===== src/ssm_queue.sv =====
// two-entry queue between the decode front and the memory back end
// depends on nothing
module ssm_queue #(
    parameter int W = 16
) (
    input  logic         clk,
    input  logic         rst_n,
    input  logic         push,
    input  logic [W-1:0] din,
    output logic         full,
    output logic         valid,
    input  logic         pop,
    output logic [W-1:0] dout
);

    logic [W-1:0] ent_reg [2];
    logic [1:0]   count_reg, count_next;
    logic         wp_reg;
    logic         rp_reg;

    assign full  = (count_reg == 2'd2);
    assign valid = (count_reg != 2'd0);
    assign dout  = ent_reg[rp_reg];

    always_comb
    begin
        count_next = count_reg;
        if (push && !pop)
            count_next = count_reg + 2'd1;
        else if (pop && !push)
            count_next = count_reg - 2'd1;
    end

    always_ff @(posedge clk or negedge rst_n)
    begin
        if (!rst_n)
        begin
            count_reg <= 2'd0;
            wp_reg    <= 1'b0;
            rp_reg    <= 1'b0;
        end
        else
        begin
            count_reg <= count_next;
            if (push)
                wp_reg <= ~wp_reg;
            if (pop)
                rp_reg <= ~rp_reg;
        end
    end

    always_ff @(posedge clk)
    begin
        if (push)
            ent_reg[wp_reg] <= din;
    end

endmodule


===== config.mk =====
export PLATFORM = sky130hd
export DESIGN_NAME = ssm_queue
export DESIGN_NICKNAME = d
export VERILOG_FILES = /design/src/ssm_queue.sv
export SDC_FILE = /design/constraint.sdc
export NUM_CORES = 1
export LEC_CHECK = 0
export ABC_AREA = 0
export BUFFER_PORTS_ARGS = -buffer_cell sky130_fd_sc_hd__clkbuf_2
export CAP_MARGIN = 20
export CORE_ASPECT_RATIO = 1.5
export CORE_MARGIN = 2
export CORE_UTILIZATION = 38
export DETAILED_ROUTE_END_ITERATION = 16
export PLACE_DENSITY = 0.62
export SLEW_MARGIN = 15
export SYNTH_ARGS = -nofsm -noshare
export SYNTH_HDL_FRONTEND = slang
export SYNTH_SLANG_ARGS = --single-unit

===== constraint.sdc =====
create_clock -name clk -period 2.4 [get_ports clk]
set_input_delay 0.12 -clock clk [delete_from_list [all_inputs] [get_ports clk]]
set_output_delay 0.12 -clock clk [all_outputs]
set_load 0.01 [all_outputs]

# Word level (Yosys, flattened, before mapping)
# Memories as Yosys holds them, arrays and structs flattened.
# Index checks and enable logic that the tools add are counted.
dict set report word_totals {
  register_bits 4
  ram_bits 32
  inputBits 20
  out_inout_bits 18
  word_cells 19
  n_memories 1
}
dict set report classes {
  addsub 2
  eq_ne 1
  mux 4
  bitwise_logic 2
  reduce_logical 6
}
# memory words width read_ports rd_ports_with_merged_regs wr line_no
set memory_table {}
lappend memory_table {ent_reg 2 16 1 0 1 16} ;# logic [W-1:0] ent_reg [2];
# cell n
set op_table {}
lappend op_table {{$mux W2} 2}
lappend op_table {{$reduce_bool A2 Y1} 2}
lappend op_table {{$add A2 B1 Y2 const B} 1}
lappend op_table {{$eq A2 B2 Y1 const B} 1}
lappend op_table {{$logic_and A1 B1 Y1} 2}
lappend op_table {{$logic_not A1 Y1} 2}
lappend op_table {{$mux W1} 2}
lappend op_table {{$not A1 Y1} 2}
lappend op_table {{$sub A2 B1 Y2 const B} 1}

# Longest topological paths before layout
# Gate-level depths: netlist (run 1).
dict set report depth {
  ltp_word 4
  mapped_depth 5
  depth_no_buf 5
}

# Worst setup path before layout (run 1)
# OpenSTA, ideal clock, no wires.
dict set report synth_path {
  path_kind {reg-to-reg}
  start {register wp_reg}
  end {memory ent_reg[0][0], enable pin}
  setup_ns 0.390
  arrival_ns 1.139
  required_ns 2.010
  slack_ns 0.871
  path_stages_with_launch 2
  n_path_buf 0
  synth_period_minus_slack_ns 1.529
  cell_sequence {dfrtp_1 -> nor2b_1}
}
# item line_no
set synth_lines {}
lappend synth_lines {{start: declaration} 18} ;# logic wp_reg;
lappend synth_lines {{start signal: assignment} 46} ;# wp_reg <= ~wp_reg;
lappend synth_lines {{end: declaration} 16}
# No word-level cell before the write port.

# Worst setup path in the final report (run 1)
dict set report layout_path {
  start {register rp_reg}
  end {output dout[14]}
}
dict set report layout_via {
  elab_chain_cells 1
}
# item line_no
set layout_lines {}
lappend layout_lines {{start: declaration} 19} ;# logic rp_reg;
lappend layout_lines {{start signal: assignment} 48} ;# rp_reg <= ~rp_reg;
lappend layout_lines {{$mem_v2 Z2 W16} -}
lappend layout_lines {{end: declaration} 13} ;# output logic [W-1:0] dout
# No other way between the ends.

==> flow_metrics.tcl, run 1 <==
set metrics [dict create \
    top_layer_used "met4" \
    tns_ns 0 \
    cts_setup_buffers 0 \
    synth_edf_count 32 \
    swShare_pct 28.0 \
    comb_power_share_pct 28.0 \
    arrival_ns 1.71 \
    viasPerCell 4.56 \
    worst_setup_path_end_kind "output port" \
    cts_tree "yes" \
    synth_top_area_share_pct 68.9 \
    antenna_found_initial 0 \
    peakVddDrop_mv 0.779 \
    worst_setup_path_start_kind "register" \
    synth.most_common_cell "edfxtp_1" \
    p_int_mw 1.37 \
    crit_chain "mux2_2, clkbuf_2" \
    final_area_um2 1710 \
    core_area_um2 3580 \
    area_growth_syn_to_layout_pct 22.6 \
    dieArea_um2 4180 \
    chipHeight_um 78.2 \
    tightestPinTransition_ns 0.850 \
    maxSlewViolCount 0 \
    largest_register_ffs 32 \
    vias 703 \
    min_period_ns 1.83 \
    yosys_register_bits 36 \
    clk_pin_slew_worst_paths_ns 0.07 \
    synth_area_leaders "edfxtp_1 (69%), mux2_4 (9.7%), dfrtp_1 (7.2%)" \
    synth-main-ff-cell "edfxtp_1" \
    initial_core_util_pct 39.0 \
    grt_pass1_vias 769 \
    cellPowerDensity_nw_per_um2 1120 \
    syn_area_per_cell_um2 21.1 \
    stdcell_count 154 \
    wl_per_cell_um 13.3 \
    overflow 0 \
    finalWeightedCongestion 0.622 \
    n_fill_cell 337 \
    holdCritPathClass "input port to register" \
    met2_length_um 1220 \
    yosys.area.top_type "edfxtp_1" \
    synth_commonest_cells "edfxtp_1 (32), mux2_4 (9), mux2_2 (7)" \
    synthesis.nets 87 \
    synth_cells 66 \
    netlist_area_um2 1400 \
    grt_pass1_wl_um 3320 \
    nets 131 \
    cts_sinks 36 \
    dp.cells 145 \
    rows 27 \
    setup_viol 0 \
    crit_fanout 17 \
    grtUsageTotal_pct 11.6 \
    status "completed" \
    relSlewSlack_pct 43.3 \
    route.detailed.drc 0 \
    ctsRootBufferMaster "clkbuf_8" \
    ctsHoldBuffers 1 \
    firstDrtPassIters 2 \
    crit_family "flip-flops" \
    pin_count 38 \
    ant_nets 0 \
    p_seq_share_pct 50.1 \
    place_area_um2 1610 \
    drive_gt1_share_pct 55.0 \
    max_freq_ghz 0.546 \
    ys_seq_area_share_pct 76.1 \
    critPathKind "register to output port" \
    slowest_stage "dfrtp_1" \
    final_hold_viol_count 0 \
    clockPowerShare_pct 21.8 \
    routed_wl_um 2040 \
    async_reset_ff_share_pct 11.1 \
    min_period_over_period_pct 76.3 \
    rsz0062_at_grt "false" \
    cts_htree_levels 2 \
    clock_path_buffers 2 \
    crit_required_ns 2.28 \
    n_antenna_cell 0 \
    post_cts_resized 0 \
    p_sw_uw 535 \
    max-cap-violations 0 \
    grt_max_degree 18 \
    synth_cell_types 14 \
    wl_met3_um 119 \
    slowest_delay_ns 0.90 \
    cts_made_buffers 5 \
    wl_met1_um 648 \
    yosys_warnings 0 \
    io_buffers 37 \
    clock_skew_ns 0.00453 \
    insertion_delay_ns 0.28 \
    detail_route.iter0.violations 2 \
    worst-path-buf-inv 1 \
    fp.dieW_um 53.5 \
    cellLeakagePower_nw 0.702 \
]
## area by class of cell
class                   instances  area (um2)  area share (%)
clock buffers                   7        86.3            5.05
well taps                      43        53.8            3.15
multi-input cells              27         299            17.5
flip-flops and latches         36        1060            62.0
clock inverters                 1        3.75           0.219
repair buffers                 39         203            11.9
inverters                       1        3.75           0.219
## stage by stage
stage	setup WS, ns	power [mW]	utilization [%]	hold slack, ns
floorplan	0.871	1.36	-	-0.176
global placement	0.857	1.50	45.0	-0.0690
detailed placement	0.847	1.52	45.0	-0.0639
CTS	0.541	1.94	47.8	0.0186
global route	0.482	2.01	47.8	0.0136
finish	0.568	1.91	47.8	0.0280
## cells by family after synthesis
family | synth area share (%)
flops | 76.1
mux | 15.3
xor+xnor | 3.14
simple gates | 2.06
buf+inv | 2.51
fa+ha+maj | 0.897
## per-layer routing
metal	global-route usage (%)	up-vias
met2	20.0	20
met3	4.94	6
met1	10.7	344
met5	0	-
met4	6.92	0
li1	-	333
## cells in the final DEF (no fill, tap or decap)
master | netlist | layout
inv_1 | 1 | 1
or2_2 | 1 | 1
and2_1 | 1 | 1
xnor2_1 | 1 | 1
clkbuf_2 | 0 | 37
nor2_1 | 1 | 1
clkbuf_1 | 0 | 1
clkinv_1 | 0 | 1
buf_4 | 0 | 1
ha_1 | 1 | 1
dfrtp_1 | 4 | 4
clkbuf_8 | 0 | 6
nor2b_1 | 2 | 2
edfxtp_1 | 32 | 32
mux2_2 | 7 | 7
mux2_4 | 9 | 9
dlygate4sd3_1 | 0 | 1
xor2_1 | 4 | 4
## power groups by stage
stage / sequential, mW / clock, mW / combinational [mW]
after floorplan: 0.894 / 0 / 0.462
after global placement: 0.961 / 0 / 0.534
after detailed placement: 0.972 / 0 / 0.549
after CTS: 0.961 / 0.427 / 0.549
after global routing: 0.978 / 0.449 / 0.584
final: 0.957 / 0.417 / 0.536
## final timing paths
kind | start | cells after the start | to | slack [ns]
worst max-delay path | rp_reg$_DFFE_PN0P_ | 2 | dout[14] | 0.57
worst min-delay path | din[3] | 1 | ent_reg[0][3]$_DFFE_PP_ | 0.03
worst max register to register | wp_reg$_DFFE_PN0P_ | 1 | ent_reg[1][1]$_DFFE_PP_ | 1.01
worst min register to register | wp_reg$_DFFE_PN0P_ | 1 | wp_reg$_DFFE_PN0P_ | 0.49
max in group asynchronous | rst_n | 2 | rp_reg$_DFFE_PN0P_ | 2.08
min in group asynchronous | rst_n | 2 | wp_reg$_DFFE_PN0P_ | 0.19
Note: power is estimated with default switching activity, not from simulation.
==> run 2: changes to the inputs <==
--- a/config.mk
+++ b/config.mk
@@ -5,7 +5,7 @@
 export SDC_FILE = /design/constraint.sdc
 export NUM_CORES = 1
 export LEC_CHECK = 0
-export ABC_AREA = 0
+export ABC_AREA = 1
 export BUFFER_PORTS_ARGS = -buffer_cell sky130_fd_sc_hd__clkbuf_2
 export CAP_MARGIN = 20
 export CORE_ASPECT_RATIO = 1.5
==> constraint.sdc (replaced) <==
create_clock -name clk -period 1.7 [get_ports clk]
set_input_delay 0.085 -clock clk [delete_from_list [all_inputs] [get_ports clk]]
set_output_delay 0.085 -clock clk [all_outputs]
set_load 0.01 [all_outputs]
==> run 2 against run 1 <==
Wire length grew 4.6%. Synthesized cell count grew 14%. Sequential share of layout area shrank 6.4 points. Sequential power grew 31%. Utilization grew 5.0 points. Cell count grew 18%. Non-clock buffer count grew 19. Clock-buffer cell count shrank 2. Flip-flop and latch count is the same.
==> flow_metrics.tcl, run 2 <==
set metrics [dict create \
    status "completed" \
    drive_gt1_share_pct 45.3 \
    hp-start "push" \
    setup_viol 0 \
    detail_route.iter0.violations 29 \
    min_period_ns 1.46 \
    syn_area_per_cell_um2 18.8 \
    cellLeakagePower_nw 0.816 \
    hold_depth 2 \
    grtUsageTotal_pct 11.4 \
    netlist_area_um2 1410 \
    antenna_found_initial 0 \
    min_to "wp_reg$_DFFE_PN0P_" \
    synth_cell_types 14 \
    ys_seq_area_share_pct 75.1 \
    peakVddDrop_mv 0.863 \
    grt_max_degree 18 \
    grt_pass1_vias 799 \
    yosys_register_bits 36 \
    n_antenna_cell 0 \
    crit_fanout 17 \
    ctsRootBufferMaster "clkbuf_8" \
    viasPerCell 4.40 \
    dieArea_um2 4230 \
    firstDrtPassIters 2 \
    chipHeight_um 78.7 \
    max_freq_ghz 0.686 \
    cts_tree "yes" \
    worst_setup_path_start_kind "register" \
    synth-main-ff-cell "edfxtp_1" \
    grt_pass1_wl_um 3250 \
    clock_path_buffers 2 \
    max-cap-violations 0 \
    ctsHoldBuffers 18 \
    final_common_cell "clkbuf_2" \
    ant_nets 0 \
    synthesis.nets 96 \
    layout_common_cells "clkbuf_2 (37), edfxtp_1 (32), dlygate4sd3_1 (18), mux2_4 (9)" \
    holdCritPathClass "input port to register" \
    min_period_over_period_pct 85.8 \
    yosys_warnings 0 \
    largest_register_ffs 32 \
    timing.rr.end "ent_reg[0][9]$_DFFE_PP_" \
    final_hold_viol_count 0 \
    relSlewSlack_pct 81.5 \
    tightestPinTransition_ns 0.277 \
    synth.most_common_cell "edfxtp_1" \
    final_util_pct 52.7 \
    n_fill_cell 314 \
    synth_top_area_share_pct 68.0 \
    r2r_start "wp_reg$_DFFE_PN0P_" \
    dp_hpwl_um 1470 \
    maxSlewViolCount 0 \
    cts_sinks 36 \
    cellPowerDensity_nw_per_um2 1410 \
    synth_cells 75 \
    overflow 0 \
    async_reset_ff_share_pct 11.1 \
    worst_setup_path_end_kind "output port" \
    r2r_slack_ns 0.63 \
    pin_count 38 \
    finalWeightedCongestion 0.715 \
    vias 801 \
    wl_per_cell_um 11.7 \
    arrival_ns 1.37 \
    synth_area_leaders "edfxtp_1 (68%), mux2_4 (9.6%), dfrtp_1 (7.1%)" \
    crit_required_ns 1.62 \
    clock_skew_ns 0.00263 \
    area_growth_syn_to_layout_pct 34.9 \
    tns_ns 0 \
    initial_core_util_pct 39.1 \
    io_buffers 37 \
    nets 159 \
    critPathKind "register to output port" \
    cts_setup_buffers 0 \
    fp.dieW_um 53.8 \
    cts_made_buffers 5 \
    yosys.area.top_type "edfxtp_1" \
    synth_edf_count 32 \
    cts_htree_levels 2 \
    clk_pin_slew_worst_paths_ns 0.06 \
    insertion_delay_ns 0.27 \
    routed_wl_um 2130 \
    rows 27 \
    worst_r2r_path_depth 2 \
    post_cts_resized 0 \
    synth_commonest_cells "edfxtp_1 (32), mux2_4 (9), inv_1 (7), mux2_2 (7), nand2_1 (6)" \
    core_area_um2 3610 \
    route.detailed.drc 0 \
    rsz0062_at_grt "false" \
]
==> run 2: cell count changes in the layout (fill, tap and decap cells not counted), moves of 2 or more <==
cell / before / now
dlygate4sd3_1: 1 / 18
inv_1: 1 / 7
nand2_1: 0 / 6
buf_4: 1 / 3
clkinv_2: 0 / 2
nor2b_1: 2 / 0
xor2_1: 4 / 2
==> run 2: layer usage <==
layer / track usage [%] / routed length [um] / vias to the layer above
met1: 10.9 / 779 / 375
li1: - / - / 399
met5: 0 / 0 / -
met4: 6.15 / 17 / 0
met3: 5.70 / 134 / 2
met2: 18.9 / 1200 / 25
==> run 2: layout make-up <==
type / instances / area (um2) / area share [%]
sequential: 36 / 1060 / 55.7
tap: 43 / 53.8 / 2.82
clock buffer: 5 / 68.8 / 3.61
multi-input combinational: 30 / 294 / 15.4
timing repair buffer: 58 / 388 / 20.4
clock inverter: 3 / 13.8 / 0.722
inverter: 7 / 26.3 / 1.38
==> run 2: power by group <==
group / total (mW) / switching, mW / leakage (nW) / internal (mW)
clock: 0.535 / 0.258 / 0.0453 / 0.277
sequential: 1.25 / 0.0660 / 0.347 / 1.19
combinational: 0.903 / 0.441 / 0.424 / 0.462
total: 2.69 / 0.764 / 0.816 / 1.93
==> run 2: worst max-delay path by stage <==
stage | slack, ns | from | endpoint | cells past startpoint
after floorplan | 0.21 | wp_reg$_DFFE_PN0P_ | ent_reg[0][0]$_DFFE_PP_ | 1
after global placement | 0.54 | rp_reg$_DFFE_PN0P_ | dout[10] | 3
after detailed placement | 0.53 | rp_reg$_DFFE_PN0P_ | dout[15] | 3
after CTS | 0.22 | rp_reg$_DFFE_PN0P_ | dout[15] | 3
after global routing | 0.15 | rp_reg$_DFFE_PN0P_ | dout[9] | 3
final | 0.24 | rp_reg$_DFFE_PN0P_ | dout[15] | 3
==> run 2: cells by family (layout without fill, tap and decap cells) <==
group / after synthesis / in the layout / synth area share, %
flip-flops: 36 / 36 / 75.1
multiplexers: 16 / 16 / 15.1
AND/OR/NAND/NOR: 10 / 10 / 2.92
buffers and inverters: 9 / 73 / 4.07
XOR/XNOR: 3 / 3 / 1.86
adder cells (fa/ha/maj): 1 / 1 / 0.886
==> run 2: worst max-delay path, cell delays in order, from the launching register on <==
cell      delay (ns)
dfrtp_1         0.32
buf_4           0.27
mux2_2          0.37
clkbuf_2        0.13
==> run 2: metrics by stage <==
step           hold slack (ns)  cell area, um2  worst slack (ns)  std cells  power, mW
2_1_floorplan           -0.211            1410             0.208         75       1.92
3_3_place_gp            -0.104            1640             0.539        156       2.13
3_5_place_dp            -0.102            1640             0.530        156       2.16
4_1_cts                 0.0328            1910             0.220        182       2.74
5_1_grt                 0.0542            1910             0.153        182       2.87
6_report                0.0425            1910             0.242        182       2.69
