$ cat src/ssm_pkg.sv
// shared types and constants for the spi save memory chip
// no dependencies; used by every module of the block but the queue
package ssm_pkg;

    localparam logic [1:0] CHIP_NONE   = 2'd0;
    localparam logic [1:0] CHIP_TINY   = 2'd1;
    localparam logic [1:0] CHIP_EEPROM = 2'd2;
    localparam logic [1:0] CHIP_FLASH  = 2'd3;

    localparam logic [1:0] REG_CHIP_TYPE = 2'd0;
    localparam logic [1:0] REG_SIZE_LOG2 = 2'd1;
    localparam logic [1:0] REG_PROG_AND  = 2'd2;

    localparam logic [7:0] CMD_WRSR      = 8'h01;
    localparam logic [7:0] CMD_WRITE     = 8'h02;
    localparam logic [7:0] CMD_READ      = 8'h03;
    localparam logic [7:0] CMD_WRDI      = 8'h04;
    localparam logic [7:0] CMD_RDSR      = 8'h05;
    localparam logic [7:0] CMD_WREN      = 8'h06;
    localparam logic [7:0] CMD_WRITE_HI  = 8'h0A;
    localparam logic [7:0] CMD_READ_HI   = 8'h0B;
    localparam logic [7:0] CMD_SEC_ERASE = 8'hD8;
    localparam logic [7:0] CMD_PG_ERASE  = 8'hDB;

    localparam logic [7:0] STATUS_WEL = 8'h02;
    localparam logic [7:0] STATUS_WRMASK = 8'h0C;
    localparam logic [7:0] TINY_STATUS_OR = 8'hF0;
    localparam logic [8:0] TINY_HIGH = 9'h100;
    localparam logic [4:0] SIZE_MIN = 5'd9;
    localparam logic [4:0] SIZE_MAX = 5'd26;
    localparam int ADDR_W = 24;

    typedef enum logic [2:0] {
        OP_NONE,
        OP_READ,
        OP_WRITE,
        OP_AND,
        OP_ERASE
    } op_kind_t;

    typedef struct packed {
        op_kind_t   kind;
        logic [7:0] data;
        logic       sector;
    } cmd_t;

endpackage

$ cat src/ssm_front.sv
// front end: command decode, address and status tracking, memory op classification
// depends on ssm_pkg
module ssm_front #(
    parameter int MEM_BYTES    = 65536,
    parameter int SECTOR_BYTES = 65536,
    parameter int PAGE_BYTES   = 256,
    localparam int AW = $clog2(MEM_BYTES)
) (
    input  logic            clk,
    input  logic            rst_n,
    input  logic            accept,
    input  logic            mode,
    input  logic [7:0]      data_in,
    input  logic [1:0]      chip_type,
    input  logic [4:0]      size_log2,
    input  logic            program_ands_bits,
    output logic [AW-1:0]   mask,
    output ssm_pkg::cmd_t   push_cmd,
    output logic [AW-1:0]   push_idx
);

    localparam int XW = (AW > ssm_pkg::ADDR_W) ? AW : ssm_pkg::ADDR_W;
    localparam logic [23:0] SEC_STEP = 24'(SECTOR_BYTES);
    localparam logic [23:0] PG_STEP  = 24'(PAGE_BYTES);

    logic [7:0]  pos_reg, pos_next;
    logic [7:0]  cmd_reg, cmd_next;
    logic [23:0] addr_reg, addr_next;
    logic [7:0]  status_reg, status_next;

    logic [4:0]    s_clamp;
    logic [XW-1:0] mask_x;
    logic [XW-1:0] ax_cur;
    logic [XW-1:0] ax_sh;
    logic [AW-1:0] idx_cur;
    logic [AW-1:0] idx_sh;
    logic [AW-1:0] idx_tiny;
    logic [8:0]    tiny_sum;
    logic [23:0]   addr_sh;
    logic [23:0]   addr_inc;
    logic [7:0]    pos_inc;
    logic [7:0]    status_wr;
    logic          wel;
    logic          big;
    logic          addressing;
    logic          tiny_hi;

    always_comb
    begin
        if (size_log2 < ssm_pkg::SIZE_MIN)
            s_clamp = ssm_pkg::SIZE_MIN;
        else if (size_log2 > ssm_pkg::SIZE_MAX)
            s_clamp = ssm_pkg::SIZE_MAX;
        else
            s_clamp = size_log2;
        for (int i = 0; i < AW; i++)
        begin
            mask[i] = (5'(i) < s_clamp);
        end
    end

    assign mask_x    = XW'(mask);
    assign big       = mask_x[16];
    assign addr_sh   = {addr_reg[15:0], data_in};
    assign addr_inc  = addr_reg + 24'd1;
    assign ax_cur    = XW'(addr_reg);
    assign ax_sh     = XW'(addr_sh);
    assign idx_cur   = ax_cur[AW-1:0] & mask;
    assign idx_sh    = ax_sh[AW-1:0] & mask;
    assign tiny_hi   = (cmd_reg == ssm_pkg::CMD_WRITE_HI) || (cmd_reg == ssm_pkg::CMD_READ_HI);
    assign tiny_sum  = addr_reg[8:0] + (tiny_hi ? ssm_pkg::TINY_HIGH : 9'h000);
    assign idx_tiny  = AW'(tiny_sum) & mask;
    assign pos_inc   = (pos_reg == 8'hFF) ? pos_reg : pos_reg + 8'd1;
    assign wel       = (status_reg & ssm_pkg::STATUS_WEL) != 8'h00;
    assign status_wr = (pos_reg == 8'd1)
                     ? ((status_reg & 8'h01) | (data_in & ssm_pkg::STATUS_WRMASK))
                     : status_reg;
    assign addressing = (pos_reg <= 8'd3) &&
        ((cmd_reg == ssm_pkg::CMD_WRITE) || (cmd_reg == ssm_pkg::CMD_READ) ||
         (cmd_reg == ssm_pkg::CMD_WRITE_HI) || (cmd_reg == ssm_pkg::CMD_READ_HI) ||
         (cmd_reg == ssm_pkg::CMD_SEC_ERASE) || (cmd_reg == ssm_pkg::CMD_PG_ERASE));

    always_comb
    begin
        pos_next    = pos_reg;
        cmd_next    = cmd_reg;
        addr_next   = addr_reg;
        status_next = status_reg;
        push_cmd.kind   = ssm_pkg::OP_NONE;
        push_cmd.data   = 8'h00;
        push_cmd.sector = 1'b0;
        push_idx        = idx_cur;
        if (mode)
        begin
            pos_next = 8'd0;
        end
        else if (chip_type != ssm_pkg::CHIP_NONE)
        begin
            pos_next = pos_inc;
            if (pos_reg == 8'd0)
            begin
                if (data_in == ssm_pkg::CMD_WRDI)
                    status_next = status_reg & ~ssm_pkg::STATUS_WEL;
                else if (data_in == ssm_pkg::CMD_WREN)
                    status_next = status_reg | ssm_pkg::STATUS_WEL;
                else
                begin
                    cmd_next = data_in;
                    addr_next = 24'd0;
                    push_cmd.data = 8'hFF;
                end
            end
            else if (chip_type == ssm_pkg::CHIP_TINY)
            begin
                push_idx = idx_tiny;
                case (cmd_reg)
                    ssm_pkg::CMD_WRSR:
                        status_next = status_wr;
                    ssm_pkg::CMD_RDSR:
                        push_cmd.data = status_reg | ssm_pkg::TINY_STATUS_OR;
                    ssm_pkg::CMD_WRITE, ssm_pkg::CMD_WRITE_HI:
                    begin
                        if (pos_reg < 8'd2)
                            addr_next = 24'(data_in);
                        else
                        begin
                            if (wel)
                            begin
                                push_cmd.kind = ssm_pkg::OP_WRITE;
                                push_cmd.data = data_in;
                            end
                            addr_next = addr_inc;
                        end
                    end
                    ssm_pkg::CMD_READ, ssm_pkg::CMD_READ_HI:
                    begin
                        if (pos_reg < 8'd2)
                            addr_next = 24'(data_in);
                        else
                        begin
                            push_cmd.kind = ssm_pkg::OP_READ;
                            addr_next = addr_inc;
                        end
                    end
                    default:
                        push_cmd.data = 8'hFF;
                endcase
            end
            else if (chip_type == ssm_pkg::CHIP_EEPROM)
            begin
                case (cmd_reg)
                    ssm_pkg::CMD_WRSR:
                        status_next = status_wr;
                    ssm_pkg::CMD_RDSR:
                        push_cmd.data = status_reg;
                    ssm_pkg::CMD_WRITE:
                    begin
                        if (pos_reg <= (big ? 8'd3 : 8'd2))
                            addr_next = addr_sh;
                        else
                        begin
                            if (wel)
                            begin
                                push_cmd.kind = ssm_pkg::OP_WRITE;
                                push_cmd.data = data_in;
                            end
                            addr_next = addr_inc;
                        end
                    end
                    ssm_pkg::CMD_READ:
                    begin
                        if (pos_reg <= (big ? 8'd3 : 8'd2))
                            addr_next = addr_sh;
                        else
                        begin
                            push_cmd.kind = ssm_pkg::OP_READ;
                            addr_next = addr_inc;
                        end
                    end
                    default:
                        push_cmd.data = 8'hFF;
                endcase
            end
            else
            begin
                if (addressing)
                    addr_next = addr_sh;
                case (cmd_reg)
                    ssm_pkg::CMD_RDSR:
                        push_cmd.data = status_reg;
                    ssm_pkg::CMD_WRITE, ssm_pkg::CMD_WRITE_HI:
                    begin
                        if (!addressing)
                        begin
                            if (wel)
                            begin
                                push_cmd.kind = (cmd_reg == ssm_pkg::CMD_WRITE && program_ands_bits)
                                              ? ssm_pkg::OP_AND : ssm_pkg::OP_WRITE;
                                push_cmd.data = data_in;
                            end
                            addr_next = addr_inc;
                        end
                    end
                    ssm_pkg::CMD_READ:
                    begin
                        if (!addressing)
                        begin
                            push_cmd.kind = ssm_pkg::OP_READ;
                            addr_next = addr_inc;
                        end
                    end
                    ssm_pkg::CMD_READ_HI:
                    begin
                        if (!addressing && pos_reg != 8'd4)
                        begin
                            push_cmd.kind = ssm_pkg::OP_READ;
                            addr_next = addr_inc;
                        end
                    end
                    ssm_pkg::CMD_SEC_ERASE, ssm_pkg::CMD_PG_ERASE:
                    begin
                        if (pos_reg == 8'd3 && wel)
                        begin
                            push_cmd.kind = ssm_pkg::OP_ERASE;
                            push_cmd.sector = (cmd_reg == ssm_pkg::CMD_SEC_ERASE);
                            push_idx = idx_sh;
                            addr_next = addr_sh +
                                ((cmd_reg == ssm_pkg::CMD_SEC_ERASE) ? SEC_STEP : PG_STEP);
                        end
                    end
                    default:
                        push_cmd.data = 8'hFF;
                endcase
            end
        end
    end

    always_ff @(posedge clk or negedge rst_n)
    begin
        if (!rst_n)
        begin
            pos_reg    <= 8'd0;
            cmd_reg    <= 8'd0;
            addr_reg   <= 24'd0;
            status_reg <= 8'd0;
        end
        else if (accept)
        begin
            pos_reg    <= pos_next;
            cmd_reg    <= cmd_next;
            addr_reg   <= addr_next;
            status_reg <= status_next;
        end
    end

endmodule

$ cat config.mk
export PLATFORM = sky130hd
export DESIGN_NAME = ssm_front
export DESIGN_NICKNAME = d
export VERILOG_FILES = /design/src/ssm_pkg.sv /design/src/ssm_front.sv
export SDC_FILE = /design/constraint.sdc
export NUM_CORES = 1
export LEC_CHECK = 0
export ABC_AREA = 1
export ABC_CLOCK_PERIOD_IN_PS = 4300
export BUFFER_PORTS_ARGS = -buffer_cell sky130_fd_sc_hd__buf_2
export CORE_ASPECT_RATIO = 1.25
export CORE_UTILIZATION = 30
export CTS_CLUSTER_DIAMETER = 200
export DETAILED_ROUTE_END_ITERATION = 12
export PLACE_DENSITY = 0.58
export SLEW_MARGIN = 20
export SYNTH_ARGS = -nofsm -noshare
export SYNTH_HDL_FRONTEND = slang
export SYNTH_SLANG_ARGS = --single-unit
$ cat constraint.sdc
create_clock -name clk -period 4.3 [get_ports clk]
set_input_delay 0.645 -clock clk [delete_from_list [all_inputs] [get_ports clk]]
set_output_delay 0.645 -clock clk [all_outputs]
set_load 0.05 [all_outputs]
Word level (Yosys, flattened, before mapping)
Index checks and enable logic that the tools add are counted.

cells by class
  eq/ne operators = 22
  order comparisons = 21
  bitwise logic cells = 8
  multiplexer cells = 65
  add/subtract/negate cells = 4
  reductions and logical operators = 30

operators by type and width
  kind                                                                    count
  24-bit 2-to-1 mux                                                       13
  16-bit 2-to-1 mux                                                       7
  8-bit 2-to-1 mux                                                        11
  24-bit case mux with 3 select lines                                     1
  8-bit case mux with 3 select lines                                      3
  11-bit 2-to-1 mux                                                       4
  4-bit by 5-bit < comparator with 1-bit output (first input constant)    8
  16-bit bitwise AND                                                      2
  10-bit 2-to-1 mux                                                       3
  24-bit by 1-bit adder with 24-bit output (second input constant)        1
  24-bit by 17-bit adder with 24-bit output                               1
  8-bit by 2-bit == test with 1-bit output (second input constant)        3
  8-bit by 3-bit == test with 1-bit output (second input constant)        3
  8-bit == test (second input constant)                                   3
  12-bit 2-to-1 mux                                                       2
  3-bit by 5-bit < comparator with 1-bit output (first input constant)    4
  17-bit 2-to-1 mux                                                       1
  9-bit by 16-bit bitwise AND with 16-bit output                          1
  8-bit by 1-bit == test with 1-bit output (second input constant)        2
  8-bit by 4-bit == test with 1-bit output (second input constant)        2
  8-bit by 2-bit <= comparator with 1-bit output (second input constant)  2
  3-bit case mux with 2 select lines                                      2
  3-bit case mux with 4 select lines                                      1
  1-bit by 5-bit < comparator with 1-bit output (first input constant)    2
  other kinds (33)                                                        68

storage, ports and cells
  output and inout bits = 44
  flip-flop bits (word level) = 48
  input port bits = 20
  word-level logic and storage cells = 155

Longest topological paths before layout
Gate-level depths: netlist of the first run.

  word-level depth = 16
  depth in mapped cells = 17

Least setup slack after synthesis of the first run
OpenSTA, ideal clock, no wires.

  path kind = input to output
  start = input port size_log2[2]
  end = output port push_idx[14]
  path buffers = 0
  setup slack = 0.652 ns
  stages on the path = 6
  data required time = 3.655 ns
  arrival time = 3.003 ns
  cells stage by stage = a21oi_1 inv_1 o2111ai_1 o21ai_0 o211ai_1 inv_1

on the way
  longest elaborated chain between the ends = 12

ends and longest elaborated chain
  item                                               line                              text
  start: declaration                                 ssm_front.sv:15                   input logic [4:0] size_log2,
  5-bit greater-than comparator                      ssm_front.sv:52                   else if (size_log2 > ssm_pkg::SIZE_MAX)
  5-bit 2-to-1 mux                                   ssm_front.sv:52
  5-bit 2-to-1 mux (*)                               ssm_front.sv:50                   if (size_log2 < ssm_pkg::SIZE_MIN)
  4-bit by 5-bit < comparator with 1-bit output (*)  ssm_front.sv:58                   mask[i] = (5'(i) < s_clamp);
  via mask[14]                                       ssm_front.sv:17                   output logic [AW-1:0] mask,
  16-bit bitwise AND (on tied branches)              ssm_front.sv:68, ssm_front.sv:69
  16-bit 2-to-1 mux                                  ssm_front.sv:222                  if (pos_reg == 8'd3 && wel)
  16-bit 2-to-1 mux                                  ssm_front.sv:188                  case (cmd_reg)
  16-bit 2-to-1 mux                                  ssm_front.sv:149                  else if (chip_type == ssm_pkg::CHIP_EEPROM)
  16-bit 2-to-1 mux                                  ssm_front.sv:113                  else if (chip_type == ssm_pkg::CHIP_TINY)
  16-bit 2-to-1 mux                                  ssm_front.sv:100                  if (pos_reg == 8'd0)
  16-bit 2-to-1 mux                                  ssm_front.sv:97                   else if (chip_type != ssm_pkg::CHIP_NONE)
  16-bit 2-to-1 mux (*)                              ssm_front.sv:93                   if (mode)
  end: declaration                                   ssm_front.sv:19                   output logic [AW-1:0] push_idx

The timed path passes the listed nets; every way through them passes the cells marked *.

Worst setup path after layout of the first run
  start = register pos_reg[4]
  end = output port push_idx[12]

on the way
  longest elaborated chain between the ends = 9

ends and longest elaborated chain
  item                                      line              text
  start: declaration                        ssm_front.sv:26   logic [7:0] pos_reg, pos_next;
  start signal: assignment                  ssm_front.sv:249  pos_reg <= pos_next;
  8-bit by 2-bit == test with 1-bit output  ssm_front.sv:222
  1-bit logical AND                         ssm_front.sv:222
  16-bit 2-to-1 mux                         ssm_front.sv:222
  16-bit 2-to-1 mux                         ssm_front.sv:188
  16-bit 2-to-1 mux                         ssm_front.sv:149
  16-bit 2-to-1 mux                         ssm_front.sv:113
  16-bit 2-to-1 mux (*)                     ssm_front.sv:100
  16-bit 2-to-1 mux (*)                     ssm_front.sv:97
  16-bit 2-to-1 mux (*)                     ssm_front.sv:93

Mark *: on every way between the ends. The rest lies on a longest branch, timed or not.

==> flow_summary.json, run 1 <==
{
  "start_util_pct": 31.0,
  "cp-start-kind": "register",
  "synthCells": 920,
  "p_leak_nw": 2.91,
  "vias_per_cell": 5.34,
  "grt_setup_unrepaired": "no",
  "root_buffer": "clkbuf_16",
  "tightest_slew_ns": 0.919,
  "cap_violations": 0,
  "synth.cell_area_sq_um": 5060,
  "n_antenna_cell": 0,
  "hp-class": "in2async",
  "cts.clk_slew.worst_paths_ns": 0.06,
  "numCtsBuffers": 5,
  "synth_fa_ha_area_share_pct": 2.72,
  "synth-seq-area-share_pct": 17.3,
  "clock_latency_ns": 0.30,
  "dp_slack_ns": 0.869,
  "grt_start_max_net_pins": 45,
  "cp_slowest_cell": "dfrtp_1",
  "dp_hpwl_mm": 14.5,
  "synth_top_family_by_area": "simple AND/OR/NAND/NOR gates",
  "cts_setup_buffers": 0,
  "path_class": "reg2out",
  "core_area_sq_um": 16300,
  "cts_sinks": 35,
  "cts_resized": 0,
  "p_per_area_nw_per_um2": 436,
  "io_pins": 64,
  "cts_hold_buf": 0,
  "slew_viol_final": 0,
  "grt_use_total_pct": 23.2,
  "slew_headroom_pct": 38.7,
  "synth-compound-area-share_pct": 20.0,
  "multi_input_area_sq_um": 3520,
  "yosysUniqueCellTypes": 43,
  "wirelength_mm": 20.2,
  "max_freq_ghz": 0.264,
  "ys_seq_elements": 35,
  "end_kind": "output port",
  "gp_congestion": 1.00,
  "setup_ws_ns": 0.514,
  "synth-xor-area-share_pct": 2.60,
  "placedCellCount": 1165,
  "fillerInstances": 1862,
  "p_int_mw": 1.05,
  "ys_async_sr_fraction_pct": 100,
  "stdcell_count": 1173,
  "yosys-mux-area-fraction_pct": 0,
  "die_w_microns": 118,
  "setup_tns_ns": 0,
  "cts_tree": "done",
  "whs_ns": 0.485,
  "fin_nets": 987,
  "ff_latch_area_sq_um": 876,
  "synth.avg_cell_area_sq_um": 5.50,
  "p_sw_mw": 1.40,
  "status": "complete, no violations",
  "wl_per_cell_microns": 17.3,
  "synth-main-ff-cell": "dfrtp_1",
  "clock_power_share_pct": 15.4,
  "finClkSkew_ns": 0.00839,
  "finalHoldViolations": 0,
  "cts_max_level": 2,
  "fin_crit_sh_pct": 88.1,
  "drive_gt1_share_pct": 10.6,
  "synth_edf_count": 0,
  "syn2layout_area_growth_pct": 11.1,
  "routed-via-count": 6262,
  "yosysWarnings": 0,
  "sw_frac_of_total_pct": 57.2,
  "crit_chain": "nor2_1 > nand3_1 > nor2_1 > nand2_1 > buf_4 > nor2_1 > nand2_1 > nor2_4 > inv_1 > nand2_1 > o221ai_1 > o211ai_1 > inv_1 > buf_2",
  "synth-simple-area-share_pct": 43.7,
  "seqPwrFrac_pct": 25.7,
  "grt_antenna_before_repair": 0,
  "cts.path.max_buffers": 2,
  "p_comb_share_pct": 58.9,
  "antenna_left": 0,
  "first_iter_violations": 695,
  "crit_required_ns": 3.65,
  "largest_reg_flops": 16,
  "grt-ovfl-total": 0,
  "critPathArrivalTime_ns": 3.14,
  "die_h_microns": 147,
  "slowest_delay_ns": 0.41,
  "drt_pass1_iterations": 6,
  "peakVddDrop_mv": 0.242,
  "drc_errors": 0,
  "setup_viol": 0,
  "critPathMaxFanout": 14,
  "grt_pass1_vias": 5802,
  "numPortBuffers": 54,
  "die-area_sq_um": 17400,
  "grt_pass1_wl_mm": 31.4,
  "min_period_ns": 3.79,
  "fp-row-count": 52
}
-- cells in the mapped netlist (4+ instances only) --
master / instances / area [sq um]
a211oi_1: 5 / 37.5
a21oi_1: 57 / 285
buf_2: 14 / 70.1
buf_4: 14 / 105
clkbuf_1: 17 / 63.8
dfrtp_1: 35 / 876
ha_1: 11 / 138
inv_1: 107 / 402
nand2_1: 292 / 1100
nand2_2: 5 / 31.3
nand3_1: 101 / 505
nand4_1: 6 / 37.5
nor2_1: 76 / 285
nor2_2: 4 / 25.0
nor3_1: 15 / 75.1
o211ai_1: 7 / 52.6
o21ai_0: 91 / 455
o21ai_1: 6 / 30.0
o221ai_1: 5 / 43.8
xor2_1: 14 / 123
-- layout by cell type, fill, tap and decap left out, types with 3 or more instances in the layout --
master	Yosys	routed
o221ai_1	5	5
nor2_2	4	4
nor2_4	3	3
nor3_1	15	15
xor2_1	14	14
buf_4	14	16
a211oi_1	5	5
nand3_1	101	101
conb_1	1	9
inv_1	107	107
nand2_2	5	5
clkbuf_16	0	5
nand4_1	6	6
o21ai_1	6	6
o21ai_0	91	91
buf_2	14	54
nor2_1	76	76
inv_2	3	3
o21a_1	3	3
ha_1	11	11
nand2_1	292	292
a21oi_1	57	57
dfrtp_1	35	35
o211ai_1	7	7
-- worst paths after layout --
| check | slack (ns) | cells after the start | end | startpoint |
|---|---|---|---|---|
| worst max-delay path | 0.51 | 14 | push_idx[12] | pos_reg[4]$_DFFE_PN0P_ |
| worst min-delay path | 0.49 | 1 | pos_reg[4]$_DFFE_PN0P_ | rst_n |
| worst max register to register | 1.19 | 17 | addr_reg[2]$_DFFE_PN0P_ | cmd_reg[3]$_DFFE_PN0P_ |
| worst min register to register | 0.52 | 1 | cmd_reg[5]$_DFFE_PN0P_ | cmd_reg[5]$_DFFE_PN0P_ |
| max in group asynchronous | 3.24 | 1 | addr_reg[12]$_DFFE_PN0P_ | rst_n |
| min in group clk | 0.52 | 1 | cmd_reg[5]$_DFFE_PN0P_ | cmd_reg[5]$_DFFE_PN0P_ |
-- kinds of logic after synthesis --
family | count (synthesis)
AND/OR/NAND/NOR | 514
adder cells (fa/ha/maj) | 11
flip-flops | 35
AO/OA/AOI/OAI | 184
XOR/XNOR | 15
buffers and inverters | 160
other | 1
-- metal layers --
layer / up-vias / GRT usage (%) / part of all wire (%)
met1: 2818 / 30.1 / 42
met3: 55 / 3.69 / 8.6
met5: - / 0 / 0
met2: 341 / 38.1 / 46
li1: 3048 / - / -
met4: 0 / 9.36 / 3.4
-- area by class of cell --
class                   instances  share of cell area [%]
clock buffers                   6                    2.29
clock inverters                 2                   0.223
inverters                     111                    7.41
multi-input cells             733                    62.7
flip-flops and latches         35                    15.6
well taps                     216                    4.81
repair buffers                 70                    6.95
-- worst max-delay path: cells and delay by family, from the launching register on --
kind | cells | cell delay (ns)
AOI/OAI and AO/OA | 2 | 0.33
DFF | 1 | 0.41
buffers and inverters | 4 | 0.55
and+or+nand+nor | 8 | 1.55
-- per-stage QoR --
stage                     utilization (%)  area (sq um)  power [mW]
after floorplan                         -          5090        1.66
after global placement               33.5          5480        2.03
after detailed placement             33.5          5480        2.04
after CTS                            34.4          5620        2.43
after global routing                 34.4          5620        2.62
final                                34.4          5620        2.45
-- power groups by stage --
stage	registers [mW]	logic [mW]	clock network, mW
floorplan	0.509	1.15	0
detailed placement	0.628	1.41	0
global placement	0.628	1.40	0
CTS	0.622	1.42	0.388
finish	0.631	1.44	0.377
global route	0.643	1.58	0.400
Power figures use the tool's default switching activity.
==> run 2: changes to the inputs <==
Settings changed: CELL_PAD_IN_SITES_DETAIL_PLACEMENT from default to 0, CELL_PAD_IN_SITES_GLOBAL_PLACEMENT from default to 1, GPL_TIMING_DRIVEN from default to 0, PLACE_DENSITY 0.58 to 0.75.
==> run 2 against run 1 <==
Cell area rose by 3.2%. Worst hold slack got worse by 0.011 ns. Sequential share of layout area fell by 0.48 points. Non-clock buffer count rose by 33. Die area did not move. Cell count rose by 2.8%. Wire length rose by 6.6%. Core utilization rose by 1.1 points. First-iteration DRC count fell by 20%. Count of clock-buffer cells in the layout fell by 1. Sequential power fell by 14%. Global-route usage rose by 1.6 points.
==> flow_summary.json, run 2 (synthesis gave the netlist of run 1 again) <==
{
  "setup_viol": 0,
  "cts_max_level": 2,
  "tightest_slew_ns": 0.891,
  "status": "complete, no violations",
  "cts_hold_buf": 0,
  "placedCellCount": 1198,
  "fin_crit_sh_pct": 87.9,
  "clock_latency_ns": 0.29,
  "slowest_delay_ns": 0.49,
  "crit_chain": "nor2_1 > nand3_1 > nor3_4 > nand2_1 > nor2_2 > nand3_2 > buf_2 > o21ai_0 > buf_2",
  "most-common-layout-cells": "nand2_1 (292), inv_1 (107), nand3_1 (101)",
  "dp_slack_ns": 0.736,
  "critPathTopFamily": "simple AND/OR/NAND/NOR gates",
  "p_per_area_nw_per_um2": 450,
  "critPathMaxFanout": 10,
  "drt_pass1_iterations": 6,
  "first_iter_violations": 553,
  "setup_ws_ns": 0.522,
  "slew_headroom_pct": 40.6,
  "routed-via-count": 6469,
  "end_kind": "output port",
  "n_antenna_cell": 0,
  "fp-row-count": 52,
  "peakVddDrop_mv": 0.285,
  "cts_setup_buffers": 0,
  "drc_errors": 0,
  "grt_pass1_vias": 5958,
  "cts.path.max_buffers": 2,
  "cts.clk_slew.worst_paths_ns": 0.06,
  "critPathArrivalTime_ns": 3.13,
  "largest_reg_flops": 16,
  "io_pins": 64,
  "grt_setup_unrepaired": "no",
  "crit_required_ns": 3.65,
  "stdcell_count": 1206,
  "wirelength_mm": 21.6,
  "whs_ns": 0.475,
  "grt-ovfl-total": 0,
  "vias_per_cell": 5.36,
  "cts_sinks": 35,
  "cp-start-kind": "register",
  "setup_tns_ns": 0,
  "final_common_cell": "nand2_1",
  "antenna_left": 0,
  "crit_buf_inv": 2,
  "syn2layout_area_growth_pct": 14.6,
  "cts_tree": "done",
  "p_total_mw": 2.61,
  "max_freq_ghz": 0.265,
  "path_class": "reg2out",
  "finish.instance_area_sq_um": 5800,
  "grt_start_max_net_pins": 36,
  "wl_per_cell_microns": 17.9,
  "hp-class": "in2async",
  "grt_pass1_wl_mm": 33.2,
  "grt_use_total_pct": 24.7,
  "cp_common_cell": "buf_2",
  "die_w_microns": 118,
  "core_area_sq_um": 16300,
  "p_leak_nw": 3.00,
  "dp_hpwl_mm": 17.0,
  "start_util_pct": 31.0,
  "finalHoldViolations": 0,
  "slew_viol_final": 0,
  "finClkSkew_ns": 0.00667,
  "cts_resized": 0,
  "min_period_ns": 3.78,
  "numPortBuffers": 54,
  "gp_congestion": 0.992,
  "grt_antenna_before_repair": 0,
  "numCtsBuffers": 5,
  "root_buffer": "clkbuf_16",
  "cp_slowest_cell": "nor3_4",
  "die_h_microns": 147,
  "drive_gt1_share_pct": 11.8,
  "fin_nets": 1020,
  "die-area_sq_um": 17400,
  "post_dp_cell_area_sq_um": 5630,
  "cap_violations": 0,
  "utilization_pct": 35.5
}
[run 2: path summary, 6_finish.rpt]
check	startpoint	to	slack, ns	cells past startpoint
min in group clk	status_reg[3]$_DFFE_PN0P_	status_reg[3]$_DFFE_PN0P_	0.50	2
worst min register to register	status_reg[3]$_DFFE_PN0P_	status_reg[3]$_DFFE_PN0P_	0.50	2
worst min-delay path	rst_n	pos_reg[6]$_DFFE_PN0P_	0.47	1
worst max-delay path	pos_reg[4]$_DFFE_PN0P_	push_idx[6]	0.52	9
worst max register to register	addr_reg[1]$_DFFE_PN0P_	addr_reg[11]$_DFFE_PN0P_	1.51	16
max in group asynchronous	rst_n	cmd_reg[5]$_DFFE_PN0P_	3.26	1
[run 2: worst reg2reg max path, cell delays in order, from the launching register on]
cell	delay [ns]
dfrtp_1	0.37
clkbuf_1	0.39
nand3_1	0.32
inv_1	0.14
nand2_1	0.13
inv_1	0.13
nand3_1	0.10
o21ai_1	0.35
nand2_1	0.11
nand3_1	0.08
nand2_1	0.05
nor2_1	0.09
nand2_1	0.07
nand2_1	0.09
nand2_1	0.06
nand2_1	0.12
nand2_1	0.06
[run 2: layout make-up]
type | count | area (sq um)
Multi-Input combinational cell | 733 | 3520
Clock buffer | 5 | 125
Fill cell | 1878 | 10500
Clock inverter | 3 | 43.8
Sequential cell | 35 | 876
Buffer | 49 | 270
Tap cell | 216 | 270
Timing Repair Buffer | 54 | 270
Inverter | 111 | 417
[run 2: report_power, final]
group	leakage [nW]	total, mW	internal (mW)	switching (mW)
logic	2.47	1.63	0.431	1.20
registers	0.455	0.542	0.432	0.110
clock network	0.0838	0.434	0.274	0.160
[run 2: routing by layer]
| layer | vias up | track usage (%) | wire [microns] |
|---|---|---|---|
| met1 | 2993 | 31.0 | 8940 |
| li1 | 3112 | - | - |
| met5 | - | 0 | 0 |
| met4 | 0 | 13.8 | 1100 |
| met2 | 288 | 41.6 | 10200 |
| met3 | 76 | 2.25 | 1320 |
